$ cat config.mk
export PLATFORM = sky130hd
export DESIGN_NAME = uart_8n1_transceiver_echo_unit
export DESIGN_NICKNAME = d
export VERILOG_FILES = /design/src/design/uecho_pkg.sv /design/src/design/uart_8n1_transceiver_echo_unit.sv /design/src/design/uecho_queue.sv /design/src/design/uecho_core.sv
export SDC_FILE = /design/constraint.sdc
export NUM_CORES = 1
export LEC_CHECK = 0
export CORE_UTILIZATION = 60
export DETAILED_ROUTE_END_ITERATION = 10
export DONT_BUFFER_PORTS = 1
export MAX_ROUTING_LAYER = met4
export PLACE_DENSITY = 0.72
export SLEW_MARGIN = 10
export SYNTH_ARGS = -nofsm -noshare
export SYNTH_HDL_FRONTEND = slang
export SYNTH_HIERARCHICAL = 1
export SYNTH_SLANG_ARGS = --single-unit
$ cat constraint.sdc
create_clock -name i_clk -period 5.7 [get_ports i_clk]
set_input_delay 0.285 -clock i_clk [delete_from_list [all_inputs] [get_ports i_clk]]
set_output_delay 0.285 -clock i_clk [all_outputs]
set_load 0.01 [all_outputs]
$ cat src/design/uecho_pkg.sv
// Types and constants of the UART echo unit.
// Used by the queue, the core, the top level and the checker.
package uecho_pkg;

    localparam int unsigned TICK_W      = 16;
    localparam int unsigned RX_TIMER_W  = 17;
    localparam int unsigned IDX_W       = 4;
    localparam int unsigned BYTE_W      = 8;
    localparam int unsigned QUEUE_DEPTH = 2;
    localparam int unsigned PTR_W       = $clog2(QUEUE_DEPTH);
    localparam int unsigned CNT_W       = $clog2(QUEUE_DEPTH + 1);
    localparam int unsigned IN_TDATA_W  = 16;
    localparam int unsigned OUT_TDATA_W = 16;
    localparam int unsigned APB_ADDR_W  = 3;
    localparam int unsigned APB_DATA_W  = 32;

    localparam logic [TICK_W-1:0] BIT_TICKS_RESET = 16'd1667;
    localparam logic [BYTE_W-1:0] ECHO_ON_CODE    = 8'h05;
    localparam logic [BYTE_W-1:0] ECHO_OFF_CODE   = 8'h06;
    // register index as seen on paddr[2]
    localparam logic              REG_BIT_TICKS   = 1'b0;

    // last member sits in the lowest bits
    typedef struct packed {
        logic [BYTE_W-1:0] tx_data;
        logic              tx_valid;
        logic              rx_level;
    } t_in_item;

    typedef struct packed {
        logic              echo_on;
        logic [BYTE_W-1:0] rx_data;
        logic              rx_valid;
        logic              tx_ready;
        logic              tx_level;
    } t_out_item;

    typedef enum logic [1:0] {
        RX_HUNT = 2'd0,
        RX_DATA = 2'd1,
        RX_STOP = 2'd2
    } t_rx_phase;

endpackage

$ cat src/design/uart_8n1_transceiver_echo_unit.sv
// Top level of the UART 8N1 transceiver with echo mode.
// Depends on uecho_pkg, uecho_queue and uecho_core.
//
// Every input transfer is one clock tick of the UART: s_axis_tdata carries the
// sampled receive line and an optional byte to send. Every tick yields exactly
// one output transfer on m_axis with the transmit line level, the transmitter
// ready flag, a received byte with its valid flag and the echo mode flag.
// The bit period in ticks is set through the APB register bit_ticks at
// address 0 (reset 1667); write it only while no tick is in flight.
// Throughput: one tick per cycle while m_axis_tready is high. The core executes
// one tick per cycle when its output register is free, and the tick-to-tick
// state update is a single registered step. An input transfer is written into
// the two-entry input queue, then executed by the core into its output register.
// At reset the transmit line is idle high, the receiver hunts for a start bit,
// echo is off and both queue and output register are empty.
// When the output side stalls, the output register holds its result, the
// queue fills, and s_axis_tready drops after at most two more ticks; no tick
// is lost.
module uart_8n1_transceiver_echo_unit import uecho_pkg::*; #(
    parameter int unsigned DATA_BITS = 8
) (
    input  logic                   i_clk,
    input  logic                   i_rst_n,
    // rx_level[0], tx_valid[1], tx_data[9:2], upper bits zero
    input  logic                   s_axis_tvalid,
    output logic                   s_axis_tready,
    input  logic [IN_TDATA_W-1:0]  s_axis_tdata,
    // tx_level[0], tx_ready[1], rx_valid[2], rx_data[10:3], echo_on[11], upper bits zero
    output logic                   m_axis_tvalid,
    input  logic                   m_axis_tready,
    output logic [OUT_TDATA_W-1:0] m_axis_tdata,
    input  logic                   psel,
    input  logic                   penable,
    input  logic                   pwrite,
    input  logic [APB_ADDR_W-1:0]  paddr,
    input  logic [APB_DATA_W-1:0]  pwdata,
    output logic [APB_DATA_W-1:0]  prdata,
    output logic                   pready
);

    logic [TICK_W-1:0] r_bit_ticks;
    logic              w_reg_sel;
    t_in_item          w_in_item;
    t_in_item          w_q_item;
    logic              w_q_valid;
    logic              w_q_ready;
    t_out_item         w_out_item;

    assign pready    = 1'b1;
    assign w_reg_sel = (paddr[APB_ADDR_W-1] == REG_BIT_TICKS);
    assign prdata    = w_reg_sel ? APB_DATA_W'(r_bit_ticks) : '0;

    always_ff @(posedge i_clk) begin
        if (!i_rst_n) begin
            r_bit_ticks <= BIT_TICKS_RESET;
        end else if (psel && penable && pwrite && pready && w_reg_sel) begin
            r_bit_ticks <= pwdata[TICK_W-1:0];
        end
    end

    assign w_in_item = t_in_item'(s_axis_tdata[$bits(t_in_item)-1:0]);

    uecho_queue u_queue (
        .i_clk       (i_clk),
        .i_rst_n     (i_rst_n),
        .i_in_valid  (s_axis_tvalid),
        .o_in_ready  (s_axis_tready),
        .i_in_item   (w_in_item),
        .o_out_valid (w_q_valid),
        .i_out_ready (w_q_ready),
        .o_out_item  (w_q_item)
    );

    uecho_core #(
        .DATA_BITS (DATA_BITS)
    ) u_core (
        .i_clk        (i_clk),
        .i_rst_n      (i_rst_n),
        .i_bit_ticks  (r_bit_ticks),
        .i_item_valid (w_q_valid),
        .o_item_ready (w_q_ready),
        .i_item       (w_q_item),
        .o_out_valid  (m_axis_tvalid),
        .i_out_ready  (m_axis_tready),
        .o_out_item   (w_out_item)
    );

    assign m_axis_tdata = {{(OUT_TDATA_W - $bits(t_out_item)){1'b0}}, w_out_item};

endmodule

$ cat src/design/uecho_queue.sv
// Front end of the UART echo unit: two-entry queue of unpacked tick items.
// Depends on uecho_pkg.
module uecho_queue import uecho_pkg::*; (
    input  logic     i_clk,
    input  logic     i_rst_n,
    input  logic     i_in_valid,
    output logic     o_in_ready,
    input  t_in_item i_in_item,
    output logic     o_out_valid,
    input  logic     i_out_ready,
    output t_in_item o_out_item
);

    t_in_item               r_mem [QUEUE_DEPTH];
    logic [PTR_W-1:0]       r_wr_ptr;
    logic [PTR_W-1:0]       r_rd_ptr;
    logic [CNT_W-1:0]       r_count;
    logic [PTR_W-1:0]       n_wr_ptr;
    logic [PTR_W-1:0]       n_rd_ptr;
    logic [CNT_W-1:0]       n_count;
    logic                   w_push;
    logic                   w_pop;

    assign o_in_ready  = (r_count != CNT_W'(QUEUE_DEPTH));
    assign o_out_valid = (r_count != '0);
    assign o_out_item  = r_mem[r_rd_ptr];
    assign w_push      = i_in_valid && o_in_ready;
    assign w_pop       = o_out_valid && i_out_ready;

    always_comb begin
        n_wr_ptr = r_wr_ptr;
        n_rd_ptr = r_rd_ptr;
        n_count  = r_count;
        if (w_push) begin
            n_wr_ptr = (r_wr_ptr == PTR_W'(QUEUE_DEPTH - 1)) ? '0 : r_wr_ptr + 1'b1;
        end
        if (w_pop) begin
            n_rd_ptr = (r_rd_ptr == PTR_W'(QUEUE_DEPTH - 1)) ? '0 : r_rd_ptr + 1'b1;
        end
        if (w_push && !w_pop) begin
            n_count = r_count + 1'b1;
        end else if (w_pop && !w_push) begin
            n_count = r_count - 1'b1;
        end
    end

    always_ff @(posedge i_clk) begin
        if (!i_rst_n) begin
            r_wr_ptr <= '0;
            r_rd_ptr <= '0;
            r_count  <= '0;
        end else begin
            r_wr_ptr <= n_wr_ptr;
            r_rd_ptr <= n_rd_ptr;
            r_count  <= n_count;
        end
    end

    always_ff @(posedge i_clk) begin
        if (w_push) begin
            r_mem[r_wr_ptr] <= i_in_item;
        end
    end

endmodule

$ cat src/design/uecho_core.sv
// Back end of the UART echo unit, depends on uecho_pkg: transmitter, receiver,
// echo and output registers. One tick item per cycle unless the output stalls.
module uecho_core import uecho_pkg::*; #(
    parameter int unsigned DATA_BITS = 8
) (
    input  logic              i_clk,
    input  logic              i_rst_n,
    input  logic [TICK_W-1:0] i_bit_ticks,
    input  logic              i_item_valid,
    output logic              o_item_ready,
    input  t_in_item          i_item,
    output logic              o_out_valid,
    input  logic              i_out_ready,
    output t_out_item         o_out_item
);

    localparam logic [BYTE_W-1:0] DATA_MASK   = BYTE_W'((9'd1 << DATA_BITS) - 9'd1);
    localparam logic [IDX_W-1:0]  DATA_IDX    = IDX_W'(DATA_BITS);
    localparam logic [IDX_W-1:0]  TX_LAST_IDX = IDX_W'(DATA_BITS + 1);
    localparam int unsigned       MSB_POS     = DATA_BITS - 1;

    // transmitter
    logic [BYTE_W-1:0]     r_tx_shift,  n_tx_shift;
    logic [IDX_W-1:0]      r_tx_idx,    n_tx_idx;
    logic [TICK_W-1:0]     r_tx_timer,  n_tx_timer;
    logic                  r_tx_busy,   n_tx_busy;
    logic                  r_tx_line,   n_tx_line;
    // receiver
    logic [BYTE_W-1:0]     r_rx_shift,  n_rx_shift;
    logic [IDX_W-1:0]      r_rx_idx,    n_rx_idx;
    logic [RX_TIMER_W-1:0] r_rx_timer,  n_rx_timer;
    t_rx_phase             r_rx_phase,  n_rx_phase;
    // echo
    logic                  r_echo_flag,    n_echo_flag;
    logic                  r_echo_pending, n_echo_pending;
    logic [BYTE_W-1:0]     r_echo_byte,    n_echo_byte;
    // output register
    logic                  r_out_valid;
    t_out_item             r_out_item,  n_out_item;

    logic                  w_fire;
    logic [TICK_W-1:0]     w_period;
    logic [TICK_W-1:0]     w_reload;
    logic [RX_TIMER_W-1:0] w_first_wait;
    logic [RX_TIMER_W-1:0] w_rx_dec;
    logic [IDX_W-1:0]      w_rx_idx_inc;
    logic [IDX_W-1:0]      w_tx_idx_inc;
    logic [BYTE_W-1:0]     w_byte;
    logic                  w_got;
    logic                  w_take_echo;

    assign o_item_ready = !r_out_valid || i_out_ready;
    assign w_fire       = i_item_valid && o_item_ready;
    assign o_out_valid  = r_out_valid;
    assign o_out_item   = r_out_item;

    // a period of zero counts as one
    assign w_period     = (i_bit_ticks == '0) ? TICK_W'(1) : i_bit_ticks;
    assign w_reload     = w_period - TICK_W'(1);
    assign w_first_wait = {1'b0, w_period} + RX_TIMER_W'(w_period >> 1);
    assign w_rx_dec     = r_rx_timer - RX_TIMER_W'(1);
    assign w_rx_idx_inc = r_rx_idx + IDX_W'(1);
    assign w_tx_idx_inc = r_tx_idx + IDX_W'(1);
    assign w_byte       = r_rx_shift & DATA_MASK;

    // transmitter acts first, on the state at the start of the tick
    always_comb begin
        n_tx_shift  = r_tx_shift;
        n_tx_idx    = r_tx_idx;
        n_tx_timer  = r_tx_timer;
        n_tx_busy   = r_tx_busy;
        n_tx_line   = r_tx_line;
        w_take_echo = 1'b0;
        if (!r_tx_busy) begin
            if (r_echo_pending || i_item.tx_valid) begin
                w_take_echo = r_echo_pending;
                n_tx_shift  = (r_echo_pending ? r_echo_byte : i_item.tx_data) & DATA_MASK;
                n_tx_idx    = '0;
                n_tx_timer  = w_reload;
                n_tx_busy   = 1'b1;
                n_tx_line   = 1'b0;
            end
        end else if (r_tx_timer != '0) begin
            n_tx_timer = r_tx_timer - TICK_W'(1);
        end else begin
            n_tx_idx   = w_tx_idx_inc;
            n_tx_timer = w_reload;
            if (w_tx_idx_inc <= DATA_IDX) begin
                n_tx_line  = r_tx_shift[0];
                n_tx_shift = r_tx_shift >> 1;
            end else begin
                n_tx_line  = 1'b1;
            end
        end
        // end of the stop bit
        if (n_tx_busy && (n_tx_idx == TX_LAST_IDX) && (n_tx_timer == '0)) begin
            n_tx_busy = 1'b0;
            n_tx_idx  = '0;
            n_tx_line = 1'b1;
        end
    end

    // receiver phase, next state
    always_comb begin
        n_rx_phase = r_rx_phase;
        unique case (r_rx_phase)
            RX_DATA: begin
                if ((w_rx_dec == '0) && (w_rx_idx_inc >= DATA_IDX)) begin
                    n_rx_phase = RX_STOP;
                end
            end
            RX_STOP: begin
                if (w_rx_dec == '0) begin
                    n_rx_phase = RX_HUNT;
                end
            end
            default: begin
                n_rx_phase = i_item.rx_level ? RX_HUNT : RX_DATA;
            end
        endcase
    end

    // receiver datapath and echo control
    always_comb begin
        n_rx_shift = r_rx_shift;
        n_rx_idx   = r_rx_idx;
        n_rx_timer = r_rx_timer;
        w_got      = 1'b0;
        unique case (r_rx_phase)
            RX_DATA: begin
                n_rx_timer = w_rx_dec;
                if (w_rx_dec == '0) begin
                    n_rx_shift = ((r_rx_shift >> 1) | ({{(BYTE_W - 1){1'b0}}, i_item.rx_level}
                                  << MSB_POS)) & DATA_MASK;
                    n_rx_idx   = w_rx_idx_inc;
                    n_rx_timer = {1'b0, w_period};
                end
            end
            RX_STOP: begin
                n_rx_timer = w_rx_dec;
                w_got      = (w_rx_dec == '0);
            end
            default: begin
                if (!i_item.rx_level) begin
                    n_rx_shift = '0;
                    n_rx_idx   = '0;
                    n_rx_timer = w_first_wait;
                end
            end
        endcase

        n_echo_pending = w_take_echo ? 1'b0 : r_echo_pending;
        n_echo_byte    = r_echo_byte;
        n_echo_flag    = r_echo_flag;
        if (w_got) begin
            // queue the byte only if echo was on before it arrived
            if (r_echo_flag) begin
                n_echo_byte    = w_byte;
                n_echo_pending = 1'b1;
            end
            if (w_byte == ECHO_ON_CODE) begin
                n_echo_flag = 1'b1;
            end
            if (w_byte == ECHO_OFF_CODE) begin
                n_echo_flag = 1'b0;
            end
        end

        n_out_item.tx_level = n_tx_line;
        n_out_item.tx_ready = !n_tx_busy && !n_echo_pending;
        n_out_item.rx_valid = w_got;
        n_out_item.rx_data  = w_got ? w_byte : '0;
        n_out_item.echo_on  = n_echo_flag;
    end

    always_ff @(posedge i_clk) begin
        if (!i_rst_n) begin
            r_tx_shift     <= '0;
            r_tx_idx       <= '0;
            r_tx_timer     <= '0;
            r_tx_busy      <= 1'b0;
            r_tx_line      <= 1'b1;
            r_rx_shift     <= '0;
            r_rx_idx       <= '0;
            r_rx_timer     <= '0;
            r_rx_phase     <= RX_HUNT;
            r_echo_flag    <= 1'b0;
            r_echo_pending <= 1'b0;
            r_out_valid    <= 1'b0;
        end else begin
            if (w_fire) begin
                r_tx_shift     <= n_tx_shift;
                r_tx_idx       <= n_tx_idx;
                r_tx_timer     <= n_tx_timer;
                r_tx_busy      <= n_tx_busy;
                r_tx_line      <= n_tx_line;
                r_rx_shift     <= n_rx_shift;
                r_rx_idx       <= n_rx_idx;
                r_rx_timer     <= n_rx_timer;
                r_rx_phase     <= n_rx_phase;
                r_echo_flag    <= n_echo_flag;
                r_echo_pending <= n_echo_pending;
            end
            if (w_fire) begin
                r_out_valid <= 1'b1;
            end else if (i_out_ready) begin
                r_out_valid <= 1'b0;
            end
        end
    end

    always_ff @(posedge i_clk) begin
        if (w_fire) begin
            r_echo_byte <= n_echo_byte;
            r_out_item  <= n_out_item;
        end
    end

endmodule

==> impl_metrics.toml <==
[worst_setup_path]
critical_path_arrival_ns = 5.18
r2r_cells = 16
worstPathCellList = "inv_1, ha_1, nand4bb_1, or3_1, nand2_1, ha_1, a21bo_2, a21boi_0, a41oi_1, o21ai_0, xnor2_1, a221oi_1, nand4_1, nor3_1, nor2_1, a211oi_1"
critPathKind = "reg -> reg"
cp.required_ns = 5.95
reg2reg_to = "u_core/o_out_item[1]$_DFFE_PP_"
critical_path.startpoint = "r_bit_ticks[3]$_SDFFE_PN0P_"
r2r_slack_ns = 0.76
crit_end = "u_core/o_out_item[1]$_DFFE_PP_"
start_kind = "flip-flop"
path_common_cell = "ha_1"
endpoint_kind = "flip-flop"
slowest_delay_ns = 0.63
timing.rr.start = "r_bit_ticks[3]$_SDFFE_PN0P_"
path_max_fanout = 12
cpMaxStageDelayCell = "or3_1"

[floorplan]
core_um2 = 13300
die_w_um = 120
die_area_um2 = 14300
num_rows = 42
ios = 109
die_y_um = 120
start_util = 0.621

[detailed_routing]
drt_iter0_drc = 743
wl_per_cell_um = 17.5
drc = 0
drt-pass1-iter-count = 5
ant_nets = 0
vias = 7307
routed_wl_um = 20900
via_per_inst = 6.11

[clock_tree]
cts_resized = 0
tritoncts = "yes"
h-tree-depth = 4
post_cts_buffers = 0
numCtsBuffers = 17
cts_sinks = 125
clock_path_buffers = 2
cts_root_buf = "clkbuf_16"
cts.hold.buffers_added = 21
insertion_delay_ns = 0.43
path_clk_slew_ns = 0.06

[cells_and_area]
seq_area_um2 = 2900
n_antenna_cell = 0
stdcell_area_um2 = 9140
final_nets = 1115
final_cell_mix = "100 x nor2_1, 92 x nand2_1, 91 x a21oi_1"
fin_cells = 1196
drive_gt1_frac = 0.0745
layout_commonest_cell = "nor2_1"
area_growth_syn_to_layout_pct = 10.2
nFillCells = 1143
fin_util = 0.685
multi_input_area_um2 = 4900

[sta]
finalSetupTns_ns = 0
rsz0062_at_grt = "false"
finalCriticalPeriod_ns = 4.94
fin_ws_ns = 0.760
drv_slew = 0
fin_worst_skew_ns = 0.0139
worst_pin_slew_ns = 1.03
relSlewSlack = 0.310
finalCritPeriodShare = 0.867
hold-worst-slack_ns = 0.0145
hold_violations = 0
finalSetupViolations = 0
fmax_mhz = 202

[power_and_ir_drop]
p_leak_nw = 3.53
p_seq_frac = 0.301
p_clk_frac = 0.267
switching_power_mw = 1.85
power_mw = 4.42
p_comb_frac = 0.432
power.internal_mw = 2.57
cellPowerDensity_nw_per_um2 = 484
switching_share = 0.419
peakVddDrop_mv = 0.382

[place]
gp_congestion = 0.934
dpl.hpwl_um = 14200
dp_cells = 1143
port_buffers = 0
placed_area_um2 = 8290
dpl_worst_slack_ns = 0.922

[run_status]
status = "finished clean"

[global_routing]
grt_max_degree = 56
antenna_found_initial = 0
overflow = 0
grt_first_pass_wirelength_um = 33900
grt_usage = 0.309
grt_pass1_vias = 6812

[yosys]
synthArstFlopShare = 0
synth-main-ff-cell = "dfxtp_1"
syn_avg_cell_area_um2 = 8.24
ys_ff_latch = 125
seq_area_frac_synth = 0.350
syn_inst = 1006
ys_types = 81
synth_edf_count = 40
yosysWarnings = 6
syn_area_um2 = 8290

[worst_hold_path]
holdCritPathClass = "in -> reg"
worstHoldStart = "pwdata[8]"

[job]
drv_cap = 0
## layout make-up
type / instances / area share
sequential: 125 / 0.318
tap: 176 / 0.0241
inverter: 53 / 0.0218
timing repair buffer: 31 / 0.0312
multi-input combinational: 779 / 0.536
clock inverter: 14 / 0.0225
clock buffer: 18 / 0.0470
## worst max-delay path, delay by kind of cell, from the launching register on
family / cells / cell delay [ns]
AOI/OAI and AO/OA: 6 / 1.97
and+or+nand+nor: 6 / 1.67
adders and majority gates: 2 / 0.47
DFF: 1 / 0.39
xor gates and xnor gates: 1 / 0.14
buffers and inverters: 1 / 0.12
## sequential cells by signal, summed over array words and instances (netlist names), named ones only
name and count:
u_queue/r_mem 20, u_core/r_rx_timer 17, r_bit_ticks 16, u_core/r_tx_timer 16, u_core/o_out_item 12, u_core/r_echo_byte 8, u_core/r_rx_shift 8, u_core/r_tx_shift 8
u_core/r_rx_idx 4, u_core/r_tx_idx 4, u_core/r_rx_phase 2, u_queue/r_count 2, u_core/o_out_valid 1, u_core/r_echo_flag 1, u_core/r_echo_pending 1, u_core/r_tx_busy 1
u_core/r_tx_line 1, u_queue/r_rd_ptr 1, u_queue/r_wr_ptr 1
## routing by layer
layer / vias up / GRT usage / routed length [um] / part of all wire
li1: 3546 / - / - / -
met1: 3457 / 0.401 / 9600 / 0.46
met2: 269 / 0.487 / 9740 / 0.47
met3: 35 / 0.0585 / 1180 / 0.056
met4: 0 / 0.0984 / 377 / 0.018
met5: - / - / 0 / 0
## kinds of logic (layout without fill, tap and decap cells)
kind of cell | after synthesis | after routing | synth area share
multiplexers | 36 | 36 | 0.0450
XOR/XNOR | 41 | 41 | 0.0433
adder cells (fa/ha/maj) | 50 | 50 | 0.0763
AO/OA/AOI/OAI | 236 | 236 | 0.177
other | 2 | 21 | 0.000905
AND/OR/NAND/NOR | 395 | 395 | 0.238
flip-flops | 125 | 125 | 0.350
buffers and inverters | 121 | 116 | 0.0692
## synthesized netlist by cell type, drive strengths merged (5+ instances only)
cell    count  area [um^2]
a31oi       6         37.5
mux2       10          113
nand3b      5         37.5
nor3       43          226
xnor2      22          193
inv        52          195
ha         49          613
o21ai      59          295
xor2       19          166
mux2i      26          260
a311oi      6         52.6
a211oi     12          103
a21oi      92          464
edfxtp     40         1200
nor2      100          375
and2b       6         52.6
and2       13         81.3
a21o        6         45.0
or3        17          106
nand2      93          352
or4        10         86.3
buf        28          225
a22oi       6         45.0
dfxtp      85         1700
nor2b      26          163
nand4       6         37.5
nor4       14         87.6
nand3      42          210
clkbuf     40          150
## worst min path at each step
stage	cells past startpoint	end	slack, ns
final	2	r_bit_ticks[8]$_SDFFE_PN0P_	0.01
after CTS	2	r_bit_ticks[2]$_SDFFE_PN0P_	0.0009
after floorplan	0	u_queue/r_mem[0][0]$_DFFE_PP_	0.38
after detailed placement	0	u_queue/r_mem[1][6]$_DFFE_PP_	0.38
after global placement	0	u_queue/r_mem[1][5]$_DFFE_PP_	0.38
after global routing	2	r_bit_ticks[6]$_SDFFE_PN0P_	0.003
## power by group through the flow
| stage | sequential [mW] | combinational [mW] | clock [mW] |
|---|---|---|---|
| final | 1.33 | 1.91 | 1.18 |
| after global placement | 1.34 | 1.82 | 0 |
| after floorplan | 1.28 | 1.51 | 0 |
| after detailed placement | 1.34 | 1.84 | 0 |
| after global routing | 1.36 | 2.10 | 1.23 |
| after CTS | 1.33 | 1.87 | 1.19 |
Power figures use the tool's default switching activity.
